$ cat src/rtl/circle_fan_vertex_generator_macros.svh
// Assertion helpers shared by the RTL. Each expects signals named clk and rst
// in the module where it is used.
`ifndef CIRCLE_FAN_VERTEX_GENERATOR_MACROS_SVH
`define CIRCLE_FAN_VERTEX_GENERATOR_MACROS_SVH

// Consequence must hold in the same cycle as the antecedent.
`define CFVG_ASSERT_IMP(lbl, ante, cons, msg) \
  lbl: assert property (@(posedge clk) disable iff (rst) (ante) |-> (cons)) \
    else $error(msg);

// Consequence must hold in the cycle after the antecedent.
`define CFVG_ASSERT_NEXT(lbl, ante, cons, msg) \
  lbl: assert property (@(posedge clk) disable iff (rst) (ante) |=> (cons)) \
    else $error(msg);

`endif

$ cat src/rtl/cfvg_pkg.sv
`timescale 1ns / 1ps

package cfvg_pkg;

  localparam int IDX_W   = 6;
  localparam int PHASE_W = 32;
  localparam int NQ_W    = IDX_W + PHASE_W;
  localparam int DATA_W  = 32;
  localparam int ADDR_W  = 4;
  localparam int COUNT_W = 7;
  localparam int RAD_W   = 31;

  localparam int DEF_MAX_SEGMENTS  = 64;
  localparam int DEF_CORDIC_STAGES = 16;
  localparam int MIN_SEGMENTS      = 3;

  localparam logic signed [31:0] CORDIC_GAIN_INV = 32'sd652032874;

  localparam logic signed [31:0]  RESET_CENTER = 32'sd0;
  localparam logic [RAD_W-1:0]    RESET_RADIUS = 31'd65536;
  localparam logic [COUNT_W-1:0]  RESET_COUNT  = 7'd16;

  localparam int ATAN_ENTRIES = 24;
  localparam logic [31:0] ATAN_TURNS [ATAN_ENTRIES] = '{
    32'h20000000, 32'h12E4051E, 32'h09FB385B, 32'h051111D4, 32'h028B0D43, 32'h0145D7E1,
    32'h00A2F61E, 32'h00517C55, 32'h0028BE53, 32'h00145F2F, 32'h000A2F98, 32'h000517CC,
    32'h00028BE6, 32'h000145F3, 32'h0000A2FA, 32'h0000517D, 32'h000028BE, 32'h0000145F,
    32'h00000A30, 32'h00000518, 32'h0000028C, 32'h00000146, 32'h000000A3, 32'h00000051
  };

  typedef enum logic [1:0] {
    REG_CENTER_X  = 2'd0,
    REG_CENTER_Y  = 2'd1,
    REG_RADIUS    = 2'd2,
    REG_SEG_COUNT = 2'd3
  } reg_idx_t;

  // Index bookkeeping that rides along with every item.
  typedef struct packed {
    logic             hub;
    logic [IDX_W-1:0] idx;
    logic [IDX_W-1:0] third;
  } tag_t;

  typedef struct packed {
    logic signed [31:0] x;
    logic signed [31:0] y;
    logic signed [31:0] z;
    logic [1:0]         quad;
    tag_t               tag;
  } cord_t;

  function automatic logic [31:0] atan_turn(input int k);
    logic [31:0] a;
    a = '0;
    if (k < ATAN_ENTRIES) begin
      a = ATAN_TURNS[k];
    end
    return a;
  endfunction

endpackage

$ cat src/rtl/cfvg_div_cell.sv
`timescale 1ns / 1ps

// One restoring division step. The numerator bits leave at the top of nq
// while quotient bits enter at the bottom, so after NQ_W cells nq holds
// the quotient.
module cfvg_div_cell
  import cfvg_pkg::*;
#(
  parameter int NW = 7
) (
  input  logic             clk,
  input  logic             rst,
  input  logic [NW-1:0]    seg_n,
  input  logic             up_valid,
  output logic             up_ready,
  input  logic [NW-1:0]    up_rem,
  input  logic [NQ_W-1:0]  up_nq,
  input  tag_t             up_tag,
  output logic             dn_valid,
  input  logic             dn_ready,
  output logic [NW-1:0]    dn_rem,
  output logic [NQ_W-1:0]  dn_nq,
  output tag_t             dn_tag
);

  logic [NW:0]     shifted;
  logic [NW:0]     diff;
  logic            ge;
  logic [NW-1:0]   rem_next;
  logic [NQ_W-1:0] nq_next;

  always_comb begin
    shifted  = {up_rem, up_nq[NQ_W-1]};
    ge       = shifted >= {1'b0, seg_n};
    diff     = shifted - {1'b0, seg_n};
    rem_next = ge ? diff[NW-1:0] : shifted[NW-1:0];
    nq_next  = {up_nq[NQ_W-2:0], ge};
  end

  assign up_ready = !dn_valid || dn_ready;

  always_ff @(posedge clk) begin
    if (rst) begin
      dn_valid <= 1'b0;
    end else if (up_ready) begin
      dn_valid <= up_valid;
    end
  end

  always_ff @(posedge clk) begin
    if (up_ready && up_valid) begin
      dn_rem <= rem_next;
      dn_nq  <= nq_next;
      dn_tag <= up_tag;
    end
  end

endmodule

$ cat config.mk
export PLATFORM = sky130hd
export DESIGN_NAME = cfvg_div_cell
export DESIGN_NICKNAME = d
export VERILOG_FILES = /design/src/rtl/circle_fan_vertex_generator_macros.svh /design/src/rtl/cfvg_pkg.sv /design/src/rtl/cfvg_div_cell.sv
export SDC_FILE = /design/constraint.sdc
export NUM_CORES = 1
export LEC_CHECK = 0
export BUFFER_PORTS_ARGS = -buffer_cell sky130_fd_sc_hd__buf_2
export CAP_MARGIN = 20
export CORE_MARGIN = 3
export CORE_UTILIZATION = 25
export DETAILED_ROUTE_END_ITERATION = 12
export GPL_TIMING_DRIVEN = 0
export HOLD_SLACK_MARGIN = 0.1
export PLACE_DENSITY = 0.62
export SYNTH_ARGS = -nofsm -noshare
export SYNTH_HDL_FRONTEND = slang
export SYNTH_SLANG_ARGS = --single-unit
$ cat constraint.sdc
create_clock -name clk -period 4.4 [get_ports clk]
set_clock_uncertainty 0.05 [all_clocks]
set_input_delay 0.22 -clock clk [delete_from_list [all_inputs] [get_ports clk]]
set_output_delay 0.22 -clock clk [all_outputs]
set_load 0.005 [all_outputs]
# == Word-level counts from Yosys, hierarchy flattened ==
# Index checks and enable logic that the tools add are counted.
# word_totals
reg_bits,59
in_bits,69
out_inout_bits,60
# op_classes
n_addsub,1
order_cmp,1
n_mux,1
n_reduce_logical,3
# ops
operator,n
8-bit by 7-bit greater-or-equal comparator with 1-bit output,1
7-bit two-way mux,1
7-bit subtractor,1
1-bit logical AND,1
1-bit logical NOT,1
1-bit logical OR,1

# == Longest topological paths before layout ==
# depth
ltp_word,3
mapped_depth,8

# == Least setup slack after synthesis ==
# OpenSTA, ideal clock, no wires.
# synth_path
path_kind,register to register
startpoint,register dn_valid
endpoint,register dn_nq[0] (enable)
setup_ns,0.422
arrival_time_ns,1.819
required_ns,3.928
setup_slack_ns,2.109
stages_incl_launch_ff,3
cell_sequence,dfxtp_1 > nand2b_1 > and2_1
# synth_via
elab_chain_len,3
# synth_rtl
element,line_no,text
start: declaration,cfvg_div_cell.sv:19,"output logic dn_valid,"
start signal: assignment,cfvg_div_cell.sv:46,dn_valid <= up_valid;
1-bit logical NOT,cfvg_div_cell.sv:40,assign up_ready = !dn_valid || dn_ready;
1-bit logical OR,cfvg_div_cell.sv:40,
net up_ready,cfvg_div_cell.sv:15,"output logic up_ready,"
1-bit logical AND,cfvg_div_cell.sv:51,if (up_ready && up_valid) begin
end signal: assignment,cfvg_div_cell.sv:53,dn_nq <= nq_next;
end: declaration,cfvg_div_cell.sv:22,"output logic [NQ_W-1:0] dn_nq,"
# The timed path passes the listed nets, and every way through them passes these cells.
# A chain may end at the register's enable or synchronous reset.

# == Final worst setup path ==
# layout_path
startpoint,input up_nq[37]
endpoint,register dn_rem[3] (data pin)
# layout_via
elab_chain_len,2
elab_cells_between_ends,3
cone_classes,1 x add/sub; 1 x order compare; 1 x mux
# layout_rtl
element,line_no,text
start: declaration,cfvg_div_cell.sv:17,"input logic [NQ_W-1:0] up_nq,"
8-bit by 7-bit greater-or-equal comparator with 1-bit output,cfvg_div_cell.sv:34,"ge = shifted >= {1'b0, seg_n};"
net ge,cfvg_div_cell.sv:28,logic ge;
7-bit two-way mux,cfvg_div_cell.sv:36,rem_next = ge ? diff[NW-1:0] : shifted[NW-1:0];
net rem_next[3],cfvg_div_cell.sv:29,logic [NW-1:0] rem_next;
end signal: assignment,cfvg_div_cell.sv:52,dn_rem <= rem_next;
end: declaration,cfvg_div_cell.sv:21,"output logic [NW-1:0] dn_rem,"
# The timed path passes the listed nets, and every way through them passes these cells.

==> results.sh <==
export IMPL_cts_path_max_buffers=2
export IMPL_hp_class="in -> reg"
export IMPL_yosysWarnings=0
export IMPL_total_power_uw=1281
export IMPL_power_switching_uw=309.7
export IMPL_die_y_um=100.4
export IMPL_worst_path_buf_inv=2
export IMPL_vias_per_cell=4.038
export IMPL_syn_to_final_growth_pct=66.57
export IMPL_cts_htree_levels=3
export IMPL_cts_sinks=59
export IMPL_postCtsSetupBuffers=0
export IMPL_start_kind="primary input"
export IMPL_startpoint="up_nq[37]"
export IMPL_crit_type="in -> reg"
export IMPL_syn_area_mm2=0.002227
export IMPL_cts_tree="done"
export IMPL_setup_violations=0
export IMPL_min_from="up_rem[3]"
export IMPL_tns_ns=0
export IMPL_swShare_pct=24.18
export IMPL_place_hpwl_um=3999
export IMPL_drv_cap=0
export IMPL_syn_area_per_cell_um2=18.41
export IMPL_combPwrFrac_pct=15.0
export IMPL_syn_num_nets=198
export IMPL_vias=1708
export IMPL_dr_pass1_iters=4
export IMPL_die_w_um=100.4
export IMPL_grt_pass1_wl_um=8804
export IMPL_worst_slew_pin_slew_ns=0.7565
export IMPL_r2r_start="dn_valid$_SDFFE_PP0N_"
export IMPL_postLayoutCoreUtil_pct=44.04
export IMPL_grt_max_degree=33
export IMPL_cp_arrival_ns=2.06
export IMPL_outcome="finished, final reports clean"
export IMPL_fmax_ghz=0.4923
export IMPL_seq_area_frac_synth_pct=79.10
export IMPL_hold_viol=0
export IMPL_drv_slew=0
export IMPL_vdd_ir_drop_max_v=0.0001223
export IMPL_seqPwrFrac_pct=52.4
export IMPL_power_density_mw_per_mm2=345.3
export IMPL_fp_coreArea_mm2=0.008423
export IMPL_grt_pass1_vias=1833
export IMPL_diodes=0
export IMPL_drc=0
export IMPL_cts_buffers=9
export IMPL_leakagePower_uw=0.001619
export IMPL_endpoint_kind="flip-flop"
export IMPL_cp_required_ns=4.43
export IMPL_ant_nets=0
export IMPL_drtIter0Drc=40
export IMPL_portBuffers=128
export IMPL_slew_headroom_pct=49.56
export IMPL_clockRootBuffer="clkbuf_8"
export IMPL_worstPathCellList="buf_2, inv_1, ha_1, fa_1, nand2b_1, a21oi_2, o221ai_2, nand2_4, mux2_1"
export IMPL_place_congestion=0.7231
export IMPL_grt_overflow=0
export IMPL_ys_ff_latch=59
export IMPL_clkPwrFrac_pct=32.6
export IMPL_critPathSlowestCell="fa_1"
export IMPL_clk_latency_ns=0.33
export IMPL_clkTransAtPathRegs_ns=0.07
export IMPL_wl_um=5801
export IMPL_fin_crit_sh_pct=46.16
export IMPL_critical_path_max_stage_delay_ns=0.40
export IMPL_intPower_uw=971.2
export IMPL_min_period_ns=2.031
export IMPL_post_drt_wl_per_cell_um=13.71
export IMPL_antenna_found_initial=0
export IMPL_rsz0062_at_grt="false"
export IMPL_fillers=791
export IMPL_start_util_pct=26.44
export IMPL_synthCells=121
export IMPL_yosysUniqueCellTypes=32
export IMPL_gr_usage_all_layers_pct=11.58
export IMPL_layout_common_cells="128 x buf_2, 58 x edfxtp_1, 52 x dlygate4sd3_1"
export IMPL_cp_max_fo=8
export IMPL_dieArea_mm2=0.01008
export IMPL_pin_count=129
export IMPL_nets=390
export IMPL_layout_drive_gt1_share_pct=47.80
export IMPL_crit_family="adder cells"
export IMPL_final_common_cell="buf_2"
export IMPL_rows=33
## cell type report
| type | instances | area, µm² | area share (%) |
|---|---|---|---|
| flip-flops and latches | 59 | 1762 | 47.49 |
| repair buffers | 181 | 1181 | 31.84 |
| multi-input cells | 50 | 416.7 | 11.23 |
| well taps | 105 | 131.4 | 3.541 |
| clock buffers | 9 | 123.9 | 3.339 |
| clock inverters | 7 | 45.04 | 1.214 |
| inverters | 11 | 42.54 | 1.147 |
| plain buffers | 1 | 7.507 | 0.2024 |
## kinds of logic (layout without fill, tap and decap cells)
| group | Yosys count | in the layout | share of synthesized area (%) |
|---|---|---|---|
| AOI/OAI and AO/OA | 12 | 12 | 4.382 |
| xor gates and xnor gates | 2 | 2 | 0.7867 |
| adders and majority gates | 8 | 8 | 4.831 |
| buffers and inverters | 12 | 209 | 2.247 |
| DFF | 59 | 59 | 79.10 |
| muxes | 7 | 7 | 3.595 |
| and+or+nand+nor | 21 | 21 | 5.057 |
## cells in the mapped netlist
cell | number | area, µm²
and2_1 | 1 | 6.260
mux2_1 | 4 | 45.04
a221oi_1 | 1 | 8.760
xnor2_1 | 1 | 8.760
fa_1 | 1 | 20.02
nand2b_1 | 3 | 18.77
a21oi_2 | 1 | 8.760
o21ai_0 | 1 | 5.000
a21oi_1 | 3 | 15.01
nor2b_1 | 1 | 6.260
nor4_1 | 1 | 6.260
nand3_1 | 2 | 10.01
xor2_1 | 1 | 8.760
buf_4 | 1 | 7.510
edfxtp_1 | 58 | 1742
clkinv_2 | 1 | 5.000
dfxtp_1 | 1 | 20.02
inv_1 | 10 | 37.54
o21a_1 | 1 | 7.510
nand2_4 | 1 | 11.26
o221ai_2 | 1 | 15.01
nand2_1 | 1 | 3.750
mux2i_1 | 2 | 20.02
nor2_1 | 8 | 30.03
a311o_1 | 2 | 20.02
o31a_1 | 1 | 8.760
nor2b_2 | 1 | 8.760
nand4_1 | 1 | 6.260
a211o_1 | 1 | 8.760
mux2_4 | 1 | 15.01
ha_1 | 7 | 87.58
nor3_1 | 1 | 5.000
## timing repair
| item | 4_1_cts | 5_1_grt |
|---|---|---|
| hold buffers | 52 | 0 |
| endpoints found under the setup margin | 0 | 0 |
| resized for setup | 0 | 0 |
| endpoints found under the hold margin | 51 | 0 |
## sequential cells by signal (all words and copies together) (netlist names)
register	flops
dn_tag	13
dn_nq	38
dn_valid	1
dn_rem	7
## power by group through the flow
| stage | logic [µW] | registers [µW] | clock network, µW |
|---|---|---|---|
| finish | 192 | 672 | 418 |
| global route | 214 | 675 | 463 |
| CTS | 194 | 672 | 438 |
| detailed placement | 156 | 684 | 0 |
| global placement | 151 | 685 | 0 |
| floorplan | 65.6 | 691 | 0 |
## metrics by stage
stage	setup WS (ns)	cells	hold WS [ns]	area, µm²
6_report	2.369	423	0.1442	3710
5_1_grt	2.196	423	0.1346	3710
4_1_cts	2.386	423	0.1142	3710
3_5_place_dp	2.015	355	0.3299	3020
3_3_place_gp	1.557	354	0.3266	2999
2_1_floorplan	2.109	121	0.2391	2227
## layer usage
layer / global-route usage, % / wire length, µm / vias up
met5: 0 / 0 / -
met4: 4.663 / 61 / 0
met3: 4.170 / 480 / 4
met2: 21.36 / 3025 / 83
met1: 11.77 / 2234 / 777
li1: - / - / 844
## final timing paths
| check | to | slack, ns | cells after the start |
|---|---|---|---|
| worst max-delay path | dn_rem[3]$_DFFE_PP_ | 2.37 | 9 |
| worst min-delay path | dn_rem[4]$_DFFE_PP_ | 0.14 | 2 |
| worst max register to register | dn_nq[4]$_DFFE_PP_ | 2.70 | 3 |
| worst min register to register | dn_valid$_SDFFE_PP0N_ | 1.01 | 3 |
No activity file was read; power rests on OpenSTA's default activity.
