--- src/rtl/circle_fan_vertex_generator_macros.svh ---
// Assertion helpers shared by the RTL. Each expects signals named clk and rst
// in the module where it is used.
`ifndef CIRCLE_FAN_VERTEX_GENERATOR_MACROS_SVH
`define CIRCLE_FAN_VERTEX_GENERATOR_MACROS_SVH

// Consequence must hold in the same cycle as the antecedent.
`define CFVG_ASSERT_IMP(lbl, ante, cons, msg) \
  lbl: assert property (@(posedge clk) disable iff (rst) (ante) |-> (cons)) \
    else $error(msg);

// Consequence must hold in the cycle after the antecedent.
`define CFVG_ASSERT_NEXT(lbl, ante, cons, msg) \
  lbl: assert property (@(posedge clk) disable iff (rst) (ante) |=> (cons)) \
    else $error(msg);

`endif

--- src/rtl/cfvg_pkg.sv ---
`timescale 1ns / 1ps

package cfvg_pkg;

  localparam int IDX_W   = 6;
  localparam int PHASE_W = 32;
  localparam int NQ_W    = IDX_W + PHASE_W;
  localparam int DATA_W  = 32;
  localparam int ADDR_W  = 4;
  localparam int COUNT_W = 7;
  localparam int RAD_W   = 31;

  localparam int DEF_MAX_SEGMENTS  = 64;
  localparam int DEF_CORDIC_STAGES = 16;
  localparam int MIN_SEGMENTS      = 3;

  localparam logic signed [31:0] CORDIC_GAIN_INV = 32'sd652032874;

  localparam logic signed [31:0]  RESET_CENTER = 32'sd0;
  localparam logic [RAD_W-1:0]    RESET_RADIUS = 31'd65536;
  localparam logic [COUNT_W-1:0]  RESET_COUNT  = 7'd16;

  localparam int ATAN_ENTRIES = 24;
  localparam logic [31:0] ATAN_TURNS [ATAN_ENTRIES] = '{
    32'h20000000, 32'h12E4051E, 32'h09FB385B, 32'h051111D4, 32'h028B0D43, 32'h0145D7E1,
    32'h00A2F61E, 32'h00517C55, 32'h0028BE53, 32'h00145F2F, 32'h000A2F98, 32'h000517CC,
    32'h00028BE6, 32'h000145F3, 32'h0000A2FA, 32'h0000517D, 32'h000028BE, 32'h0000145F,
    32'h00000A30, 32'h00000518, 32'h0000028C, 32'h00000146, 32'h000000A3, 32'h00000051
  };

  typedef enum logic [1:0] {
    REG_CENTER_X  = 2'd0,
    REG_CENTER_Y  = 2'd1,
    REG_RADIUS    = 2'd2,
    REG_SEG_COUNT = 2'd3
  } reg_idx_t;

  // Index bookkeeping that rides along with every item.
  typedef struct packed {
    logic             hub;
    logic [IDX_W-1:0] idx;
    logic [IDX_W-1:0] third;
  } tag_t;

  typedef struct packed {
    logic signed [31:0] x;
    logic signed [31:0] y;
    logic signed [31:0] z;
    logic [1:0]         quad;
    tag_t               tag;
  } cord_t;

  function automatic logic [31:0] atan_turn(input int k);
    logic [31:0] a;
    a = '0;
    if (k < ATAN_ENTRIES) begin
      a = ATAN_TURNS[k];
    end
    return a;
  endfunction

endpackage

--- src/rtl/cfvg_cordic_cell.sv ---
`timescale 1ns / 1ps

// One CORDIC rotation step; STAGE sets the shift and the arctangent.
module cfvg_cordic_cell
  import cfvg_pkg::*;
#(
  parameter int STAGE = 0
) (
  input  logic  clk,
  input  logic  rst,
  input  logic  up_valid,
  output logic  up_ready,
  input  cord_t up,
  output logic  dn_valid,
  input  logic  dn_ready,
  output cord_t dn
);

  localparam logic [31:0] ATAN = atan_turn(STAGE);

  logic signed [31:0] dx;
  logic signed [31:0] dy;
  cord_t              nxt;

  always_comb begin
    dx  = up.y >>> STAGE;
    dy  = up.x >>> STAGE;
    nxt = up;
    if (!up.z[31]) begin
      nxt.x = up.x - dx;
      nxt.y = up.y + dy;
      nxt.z = up.z - $signed(ATAN);
    end else begin
      nxt.x = up.x + dx;
      nxt.y = up.y - dy;
      nxt.z = up.z + $signed(ATAN);
    end
  end

  assign up_ready = !dn_valid || dn_ready;

  always_ff @(posedge clk) begin
    if (rst) begin
      dn_valid <= 1'b0;
    end else if (up_ready) begin
      dn_valid <= up_valid;
    end
  end

  always_ff @(posedge clk) begin
    if (up_ready && up_valid) begin
      dn <= nxt;
    end
  end

endmodule

--- config.mk ---
export PLATFORM = sky130hd
export DESIGN_NAME = cfvg_cordic_cell
export DESIGN_NICKNAME = d
export VERILOG_FILES = /design/src/rtl/circle_fan_vertex_generator_macros.svh /design/src/rtl/cfvg_pkg.sv /design/src/rtl/cfvg_cordic_cell.sv
export SDC_FILE = /design/constraint.sdc
export NUM_CORES = 1
export LEC_CHECK = 0
export BUFFER_PORTS_ARGS = -buffer_cell sky130_fd_sc_hd__buf_2
export CORE_MARGIN = 8
export CORE_UTILIZATION = 35
export CTS_BUF_LIST = sky130_fd_sc_hd__clkbuf_8 sky130_fd_sc_hd__clkbuf_16
export DETAILED_ROUTE_END_ITERATION = 7
export GPL_ROUTABILITY_DRIVEN = 0
export HOLD_SLACK_MARGIN = 0.12
export PLACE_DENSITY = 0.55
export SLEW_MARGIN = 20
export SYNTH_ARGS = -nofsm -noshare
export SYNTH_HDL_FRONTEND = slang
export SYNTH_SLANG_ARGS = --single-unit
--- constraint.sdc ---
create_clock -name clk -period 10.1 [get_ports clk]
set_input_delay 2.02 -clock clk [delete_from_list [all_inputs] [get_ports clk]]
set_output_delay 2.02 -clock clk [all_outputs]
set_load 0.02 [all_outputs]
# ---- After elaboration in Yosys (flattened, before gate mapping)
# Cells that the tools add are included.
dict set report word_totals {
  ramBits 0
  output_inout_bits 113
  word_cells 17
  in_bits 115
  mem_bits_ro 0
  latch_bits 0
  regBits 112
  n_memories 0
}
dict set report op_classes {
  shifts 0
  mul 0
  add_sub_neg 5
  n_lt_le_gt_ge 0
  mux 1
  n_reduce_logical 3
  div 0
  n_eq_ne 0
  bitwise_logic 0
}
# op n
set op_table {}
lappend op_table {{2-to-1 mux 96 bit} 1}
lappend op_table {{subtractor 32 bit} 2}
lappend op_table {{adder 32 x 31 -> 32 bit (second input constant)} 1}
lappend op_table {{adder 32 bit} 1}
lappend op_table {{subtractor 32 x 31 -> 32 bit (second input constant)} 1}
lappend op_table {{logical AND 1 bit} 1}
lappend op_table {{zero test 1 bit} 1}
lappend op_table {{logical OR 1 bit} 1}

# ---- Depth between registers and ports, before layout
# Gate-level depths: netlist of the first run.
dict set report depth {
  word_depth 3
  depth_mapped 13
  mapped_depth_nobuf 12
}

# ---- Least setup slack after synthesis of the first run
# Ideal clock, no wire load.
dict set report synth_path {
  path_kind {input port to flip-flop}
  startpoint {in dn_ready}
  endpoint {reg dn[0] (netlist name), enable pin}
  arrival_time_ns 4.858
  required_time_ns 9.619
  setup_time_ns 0.481
  path_slack_ns 4.760
  stages 2
  n_path_buf 0
  cell_sequence {nand2b_1 > and2_1}
}
dict set report synth_between {
  elab_chain_cells 2
}
# element line_no
set synth_rtl {}
lappend synth_rtl {{start, declared} cfvg_cordic_cell.sv:15} ;# input logic dn_ready,
lappend synth_rtl {{logical OR 1 bit} cfvg_cordic_cell.sv:40} ;# assign up_ready = !dn_valid || dn_ready;
lappend synth_rtl {{logical AND 1 bit} cfvg_cordic_cell.sv:51} ;# if (up_ready && up_valid) begin
lappend synth_rtl {{end signal, assigned} cfvg_cordic_cell.sv:52} ;# dn <= nxt;
lappend synth_rtl {{end, declared} cfvg_cordic_cell.sv:16} ;# output cord_t dn
# No other way between the ends.
# A chain may end at the register's enable or synchronous reset.

==> reports/metrics.csv, run 1 <==
metric,value,unit
Worst-path clk slew,0.08,ns
HPWL after detailed placement,22.41,mm
Final nets,1370,
"commonest non-fill, non-tap cells in the layout","buf_2, edfxtp_1, a21oi_1",
WS Path Type,primary input to flop,
met2 Use GR,0.2803,
Power Dens Cells,139.1,nW/um^2
Placed Area,10330,sq um
post-synth cell types,91,
clk buf depth,2,
drt total wl,28.11,mm
fin. max-slew vios,0,
met3 Resource Use GR,0.03247,
Mapped Area,8979,sq um
initial antenna violation count,1,
port bufs,227,
measured slew at the worst slew-check pin,0.9230,ns
Mean Syn Cell Area,9.353,sq um
ratio of cells with drive above 1 in the final layout,0.2478,
worst path arrival time,4.86,ns
Max Fclk,210.4,MHz
TritonRoute pass-1 iters,5,
"commonest non-fill, non-tap cell in the layout",buf_2,
Required @ worst endpoint,10.21,ns
core area,25180,sq um
clock latency on the worst-skew pair,0.36,ns
gr usage total,0.1772,
first-pass GRT wire length,43.79,mm
hold slack,0.5220,ns
Hold Crit Class,flop to flop,
CTS tree,yes,
post-cts sizing count,0,
post-synthesis async set-or-reset flop share,0,
FF-to-FF setup slack,7.89,ns
DRC Markers,0,
met1 Track Usage GR,0.2441,
Routed wire per std cell,18.83,um
"Top FF cell, synth",edfxtp_1,
maximum capacitance violations,0,
RSZ-0062 raised after global routing,false,
# fillers,2530,
DRT antenna net count,0,
vias,7814,
status,"complete, no violations",
synth top area cells,"edfxtp_1, ha_1, a21oi_1",
DP Cell Count,1476,
fin area,10640,sq um
Synth-to-Final Area Change,18.45,%
Worst setup EP type,flop,
Die H,176.2,um
Clock Tree Root,clkbuf_16,
cts hold-fix bufs,0,
Final Hold Viols,0,
Tcrit/Tclk final,0.4705,
cts bufs inserted,9,
sequential cell area fraction in the yosys report,0.3701,
skew final,0.009779,ns
Starting Density,0.3566,
Die Area,31030,sq um
post-synthesis register bit count,111,
Max IR drop VDD,80.31,uV
Die X,176.2,um
YS warnings,0,
Finish-stage setup viols,0,
Synth area leader,edfxtp_1,
Sum Neg Setup Slack,0,ns
# IOs,228,
Cells after Synth,960,
minimum clock period,4.752,ns
clk sinks,111,
Crit Path Max Fanout,15,
Post-CTS Setup Bufs,0,
H-tree levels,3,
GRT overflow,0,
Post-Synthesis Net Count,1173,
Critical Path Start Type,primary input,
vias in the first global route,7752,
share of the synthesized area in the top cell type,0.3679,
multi-input logic area,5060,sq um
largest net degree at the start of global routing,86,
final std cells w/o fill,1493,
Via-to-Cell Ratio,5.234,
Slew HR,0.3847,
# rows,58,
Initial DRC Count,584,
Leakage Power,4.721,nW
number of synthesized flops with an enable pin,110,
GR peak layer,met2,
FF+latch area,3323,sq um
cell usage after synthesis, types with 4 or more instances:
library cell	n
o31ai_1	4
a221oi_2	4
buf_1	5
or3_1	4
buf_4	4
a21o_1	26
a21oi_2	5
edfxtp_1	110
nand2b_1	10
nor2_1	86
a21oi_1	100
o211ai_1	7
o22ai_1	8
nor4_1	4
fa_1	4
nand2_1	56
clkbuf_1	16
ha_1	94
o21bai_1	20
inv_1	95
a31oi_1	8
xor2_1	7
o21ai_1	8
and3_1	4
a211oi_1	8
xnor2_1	51
nor2b_1	8
nand3_1	9
nand4_1	9
a211o_1	6
o21ai_0	52
nor3_1	19
buf_2	15
mux2i_1	6
o21a_1	7
per-layer routing:
layer	wire, um	share of wire
met1	12960	0.46
met2	12660	0.45
met3	2071	0.074
met4	416	0.015
met5	0	0
flip-flops by register name, summed over array words and instances (netlist names):
register / cells
dn: 110
dn_valid: 1
through the flow:
| stage | total power, mW | worst slack (ns) | util |
|---|---|---|---|
| 4_1_cts | 1.494 | 5.403 | 0.4222 |
| 3_3_place_gp | 1.119 | 4.998 | 0.4102 |
| 3_5_place_dp | 1.120 | 5.010 | 0.4102 |
| 2_1_floorplan | 0.9532 | 4.760 | - |
| 6_report | 1.480 | 5.348 | 0.4223 |
| 5_1_grt | 1.559 | 5.180 | 0.4223 |
path summary, 6_finish.rpt:
kind,startpoint,endpoint,depth (start not counted)
setup reg to reg,dn_valid,dn[37],3
setup / recovery,up[53],dn[72],12
hold / removal,dn_valid,dn_valid,2
hold reg to reg,dn_valid,dn_valid,2
area by class of cell:
type | instances | share of cell area
diodes | 1 | 0.0002353
clock buffers | 9 | 0.02118
clock inverters | 7 | 0.007294
inverters | 100 | 0.03529
multi-input cells | 705 | 0.4758
flip-flops and latches | 111 | 0.3125
well taps | 330 | 0.03882
repair buffers | 230 | 0.1089
kinds of logic after synthesis:
group	after synthesis	synth area share
compound gates	314	0.2404
flops	111	0.3701
mux	6	0.006689
simple gates	229	0.1197
xor+xnor	58	0.05658
buf+inv	144	0.06661
fa+ha+maj	98	0.1399
worst max-delay path, cell delays in order:
cell       delay (ns)
buf_2            0.10
inv_1            0.04
ha_1             0.57
and4_4           0.35
o21ai_2          0.06
a31oi_1          0.37
o31ai_2          0.20
a31oi_1          0.28
a31oi_1          0.16
o31ai_1          0.36
o21ai_0          0.14
o2bb2ai_1        0.18
power breakdown:
group / internal (mW) / total, mW / leakage, nW / switching [mW]
clock: 0.176 / 0.369 / 0.144 / 0.193
sequential: 0.573 / 0.585 / 1.07 / 0.0117
combinational: 0.185 / 0.526 / 3.50 / 0.341
(Power assumes the default switching activity.)
==> run 2: changes to the inputs <==
Settings changed: PLACE_DENSITY 0.55 to 0.57.
Clock period 10.1 ns to 3.9 ns, I/O delays scaled along.
==> run 2 against run 1 <==
Compared with the run above:
- count of clock-buffer cells in the layout unchanged
- non-clock buffer count increased by 26
- sequential cell count unchanged
- critical path depth unchanged
- worst setup slack got worse by 5.0 ns
- clock skew increased by 0.0011 ns
- power increased to 2.6 times the previous value
- global-route usage decreased by 0.53 points
- critical path type unchanged
==> reports/metrics.csv, run 2 (synthesized netlist as in run 1, its figures left out) <==
metric,value,unit
first-pass GRT wire length,42.56,mm
largest net degree at the start of global routing,111,
status,"complete, no violations",
"commonest non-fill, non-tap cells in the layout","buf_2, edfxtp_1, a21oi_1",
Worst-path clk slew,0.09,ns
Critical Path Start Type,primary input,
fin. max-slew vios,0,
Required @ worst endpoint,4.01,ns
Power Dens Cells,359.1,nW/um^2
ratio of cells with drive above 1 in the final layout,0.2643,
minimum clock period,3.537,ns
Post-CTS Setup Bufs,0,
clk buf depth,2,
FF-to-FF path depth,3,
clock latency on the worst-skew pair,0.36,ns
core area,25180,sq um
Clk pwr share,0.253,
clk sinks,111,
Initial DRC Count,683,
DRT antenna net count,0,
Sum Neg Setup Slack,0,ns
hold slack,0.5305,ns
worst path arrival time,3.65,ns
Worst setup EP type,flop,
Pint,2.464,mW
CTS tree,yes,
max reg flops,110,
Leakage Power,4.858,nW
Max Fclk,282.7,MHz
Slew HR,0.3869,
H-tree levels,3,
Final nets,1396,
Final Hold Viols,0,
final std cells w/o fill,1518,
sequential share of power,0.389,
maximum capacitance violations,0,
Synth-to-Final Area Change,20.89,%
vias,7975,
Starting Density,0.3566,
Clock Tree Root,clkbuf_16,
cts bufs inserted,9,
Crit Path Max Fanout,11,
# rows,58,
"commonest non-fill, non-tap cell in the layout",buf_2,
Largest regs,"dn: 110 flops, dn_valid: 1 flops",
GRT overflow,0,
Hold Crit Class,flop to flop,
WS Path Type,primary input to flop,
port bufs,227,
DRC Markers,0,
Max IR drop VDD,279.0,uV
drt total wl,27.90,mm
Die X,176.2,um
RSZ-0062 raised after global routing,false,
Worst Hold Depth,2,
sw frac,0.3678,
Finish-stage setup viols,0,
TritonRoute pass-1 iters,5,
Routed wire per std cell,18.38,um
initial antenna violation count,0,
gr usage total,0.1718,
NetSw,1.434,mW
HPWL after detailed placement,22.47,mm
part of the power in combinational logic,0.358,
final core occ,0.4310,
total chip power,3.898,mW
Tcrit/Tclk final,0.9069,
skew final,0.01088,ns
vias in the first global route,7759,
# IOs,228,
post-cts sizing count,0,
# diodes,0,
Die H,176.2,um
measured slew at the worst slew-check pin,0.9197,ns
Via-to-Cell Ratio,5.254,
Die Area,31030,sq um
cts hold-fix bufs,0,
DP Cell Count,1502,
Top reg by flops,dn,
==> run 2: cell count changes in the layout (fill, tap and decap cells not counted) <==
| cell | previous run | this run |
|---|---|---|
| inv_8 | 1 | 0 |
| inv_6 | 1 | 3 |
| buf_12 | 0 | 1 |
| clkinv_4 | 2 | 0 |
| clkinvlp_4 | 1 | 0 |
| diode_2 | 1 | 0 |
| inv_12 | 0 | 1 |
| clkinv_8 | 2 | 3 |
| buf_4 | 3 | 28 |
==> run 2: worst paths after layout <==
| kind | start | to | slack, ns |
|---|---|---|---|
| max reg2reg | dn_valid | dn[91] | 2.40 |
| min reg2reg | dn_valid | dn_valid | 0.53 |
| min | dn_valid | dn_valid | 0.53 |
| max | up[71] | dn[110] | 0.36 |
==> run 2: area by class of cell <==
cell class / instances / area (sq um)
inverter: 100 / 375.4
timing repair buffer: 256 / 1366
clock inverter: 7 / 91.34
sequential: 111 / 3323
tap: 330 / 412.9
multi-input combinational: 705 / 5060
fill: 2531 / 14330
clock buffer: 9 / 225.2
==> run 2: through the flow <==
stage,worst slack [ns],cell area [sq um]
after floorplan,0.8048,8980
after global placement,0.01977,10540
after detailed placement,0.02304,10540
after CTS,0.4045,10850
after global routing,0.2086,10850
final,0.3633,10850
==> run 2: routing by layer <==
metal  global-route usage  vias to the layer above  share of wire
met5                    0                        -              0
met4              0.05193                        0          0.019
met3              0.03226                       25          0.078
met2               0.2678                      313           0.45
met1               0.2376                     3756           0.46
li1                     -                     3881              -
==> run 2: critical path, stage by stage <==
cell       delay, ns
buf_2           0.10
inv_1           0.04
ha_1            0.46
a21o_1          0.24
a221oi_2        0.51
o211ai_1        0.19
a2111oi_2       0.47
nor2_1          0.17
a221oi_2        0.27
o22ai_1         0.11
a21oi_1         0.21
xor2_1          0.09
==> run 2: power groups by stage <==
stage | clock network, mW | registers (mW) | logic (mW)
6_report | 0.987 | 1.52 | 1.40
3_5_place_dp | 0 | 1.54 | 1.39
3_3_place_gp | 0 | 1.54 | 1.39
2_1_floorplan | 0 | 1.70 | 0.762
5_1_grt | 1.05 | 1.53 | 1.51
4_1_cts | 1.02 | 1.52 | 1.39
==> run 3: changes to the inputs <==
Settings changed: BUFFER_PORTS_ARGS -buffer_cell sky130_fd_sc_hd__buf_2 to -buffer_cell sky130_fd_sc_hd__buf_4.
==> run 3 against run 2 <==
Compared with the run above:
- wire length grew 2.2%
- combinational power grew 7%
- critical path type unchanged
- largest power group unchanged
- non-clock buffer count grew 2
- power grew 2.0%
- sequential power is essentially flat
==> reports/metrics.csv, run 3 (synthesized netlist as in run 1, its figures left out) <==
metric,value,unit
status,"complete, no violations",
vias in the first global route,7886,
HPWL after detailed placement,23.19,mm
maximum capacitance violations,0,
crit-path leading delay family,compound AO/OA/AOI/OAI gates,
skew final,0.01107,ns
RR Startpoint,dn_valid,
FF-to-FF path depth,3,
CP Launch Point,up[71],
Die X,176.2,um
minimum clock period,3.455,ns
Met3 Wirelength,2.310,mm
post-cts sizing count,0,
met1 wire length,12.73,mm
"commonest non-fill, non-tap cell in the layout",buf_4,
Max IR drop VDD,206.6,uV
Via-to-Cell Ratio,5.237,
H-tree levels,3,
core area,25180,sq um
Required @ worst endpoint,4.00,ns
GRT overflow,0,
Clock Tree Root,clkbuf_16,
Leakage Power,5.063,nW
Final Hold Viols,0,
Post-CTS Setup Bufs,0,
RSZ-0062 raised after global routing,false,
fin. max-slew vios,0,
Worst-path clk slew,0.09,ns
slowest CP cell,a221oi_2,
final core occ,0.4540,
gr usage total,0.1772,
Reg2Reg Capture Point,dn[52],
largest net degree at the start of global routing,67,
Tcrit/Tclk final,0.8858,
Synth-to-Final Area Change,27.33,%
Final nets,1398,
met2 wire len,13.19,mm
WS Path Type,primary input to flop,
Slew HR,0.5333,
Initial DRC Count,629,
CTS tree,yes,
# IOs,228,
first-pass GRT wire length,44.18,mm
crit path to,dn[110],
Hold Crit Class,flop to flop,
FF-to-FF setup slack,2.24,ns
Power Dens Cells,347.7,nW/um^2
Max Fclk,289.5,MHz
port bufs,227,
clk sinks,111,
Largest regs,"dn: 110 flops, dn_valid: 1 flops",
critical path cell sequence,"buf_4, inv_1, ha_1, a21o_1, a221oi_2, o211ai_1, a2111oi_2, nor2_1, a221oi_2, o22ai_1, a21oi_1, xor2_1",
# fillers,2498,
clk buf depth,2,
Sum Neg Setup Slack,0,ns
top layer in use,met4,
initial antenna violation count,0,
measured slew at the worst slew-check pin,0.7001,ns
# rows,58,
Die Area,31030,sq um
Starting Density,0.3566,
"slowest stage delay, CP",0.49,ns
drt total wl,28.50,mm
ratio of cells with drive above 1 in the final layout,0.2655,
Routed wire per std cell,18.75,um
DRC Markers,0,
# diodes,0,
cts bufs inserted,9,
most frequent cell on the critical path,a221oi_2,
DRT antenna net count,0,
Crit Path Max Fanout,11,
total chip power,3.975,mW
cell count along the critical path,12,
buffers and inverters on the worst path,2,
worst path arrival time,3.55,ns
max reg flops,110,
Finish-stage setup viols,0,
Top reg by flops,dn,
clock latency on the worst-skew pair,0.36,ns
vias,7960,
cts hold-fix bufs,0,
Die H,176.2,um
Worst setup EP type,flop,
TritonRoute pass-1 iters,5,
Critical Path Start Type,primary input,
"commonest non-fill, non-tap cells in the layout","buf_4, edfxtp_1, a21oi_1",
-- run 3: area by class of cell --
type,instances,area [sq um],area share
inverter,100,375.4,0.03283
clock buffer,9,225.2,0.01970
multi-input combinational,705,5060,0.4426
sequential,111,3323,0.2907
clock inverter,7,86.33,0.007552
tap,330,412.9,0.03612
timing repair buffer,258,1949,0.1705
-- run 3: per-layer routing --
layer / global-route usage / up-vias
met4: 0.04027 / 0
met5: 0 / -
met3: 0.03482 / 19
met1: 0.2399 / 3713
met2: 0.2872 / 345
li1: - / 3883
-- run 3: worst min-delay path, stage by stage (launching register included) --
cell and delay, ns:
dfxtp_1 0.32, nand2b_1 0.10, a21oi_1 0.08
-- run 3: stage by stage --
| step | setup slack [ns] | instance area [sq um] | hold slack [ns] | instances |
|---|---|---|---|---|
| final | 0.4453 | 11430 | 0.5339 | 1520 |
| after global placement | 0.1432 | 11120 | 0.5150 | 1504 |
| after CTS | 0.4967 | 11430 | 0.5334 | 1520 |
| after floorplan | 0.8048 | 8980 | 0.7289 | 960 |
| after global routing | 0.3418 | 11430 | 0.5480 | 1520 |
| after detailed placement | 0.1183 | 11120 | 0.5189 | 1504 |
-- run 3: how the worst min path moves through the flow --
stage / slack, ns / cells after the start / startpoint / to
after floorplan: 0.73 / 2 / dn_valid / dn_valid
after global placement: 0.52 / 2 / dn_valid / dn_valid
after detailed placement: 0.52 / 2 / dn_valid / dn_valid
after CTS: 0.53 / 2 / dn_valid / dn_valid
after global routing: 0.55 / 2 / rst / dn_valid
final: 0.53 / 2 / dn_valid / dn_valid
-- run 3: power breakdown --
part / internal [mW] / switching (mW) / total [mW]
sequential: 1.48 / 0.0394 / 1.52
clock: 0.460 / 0.490 / 0.950
combinational: 0.610 / 0.892 / 1.50
total: 2.55 / 1.42 / 3.98
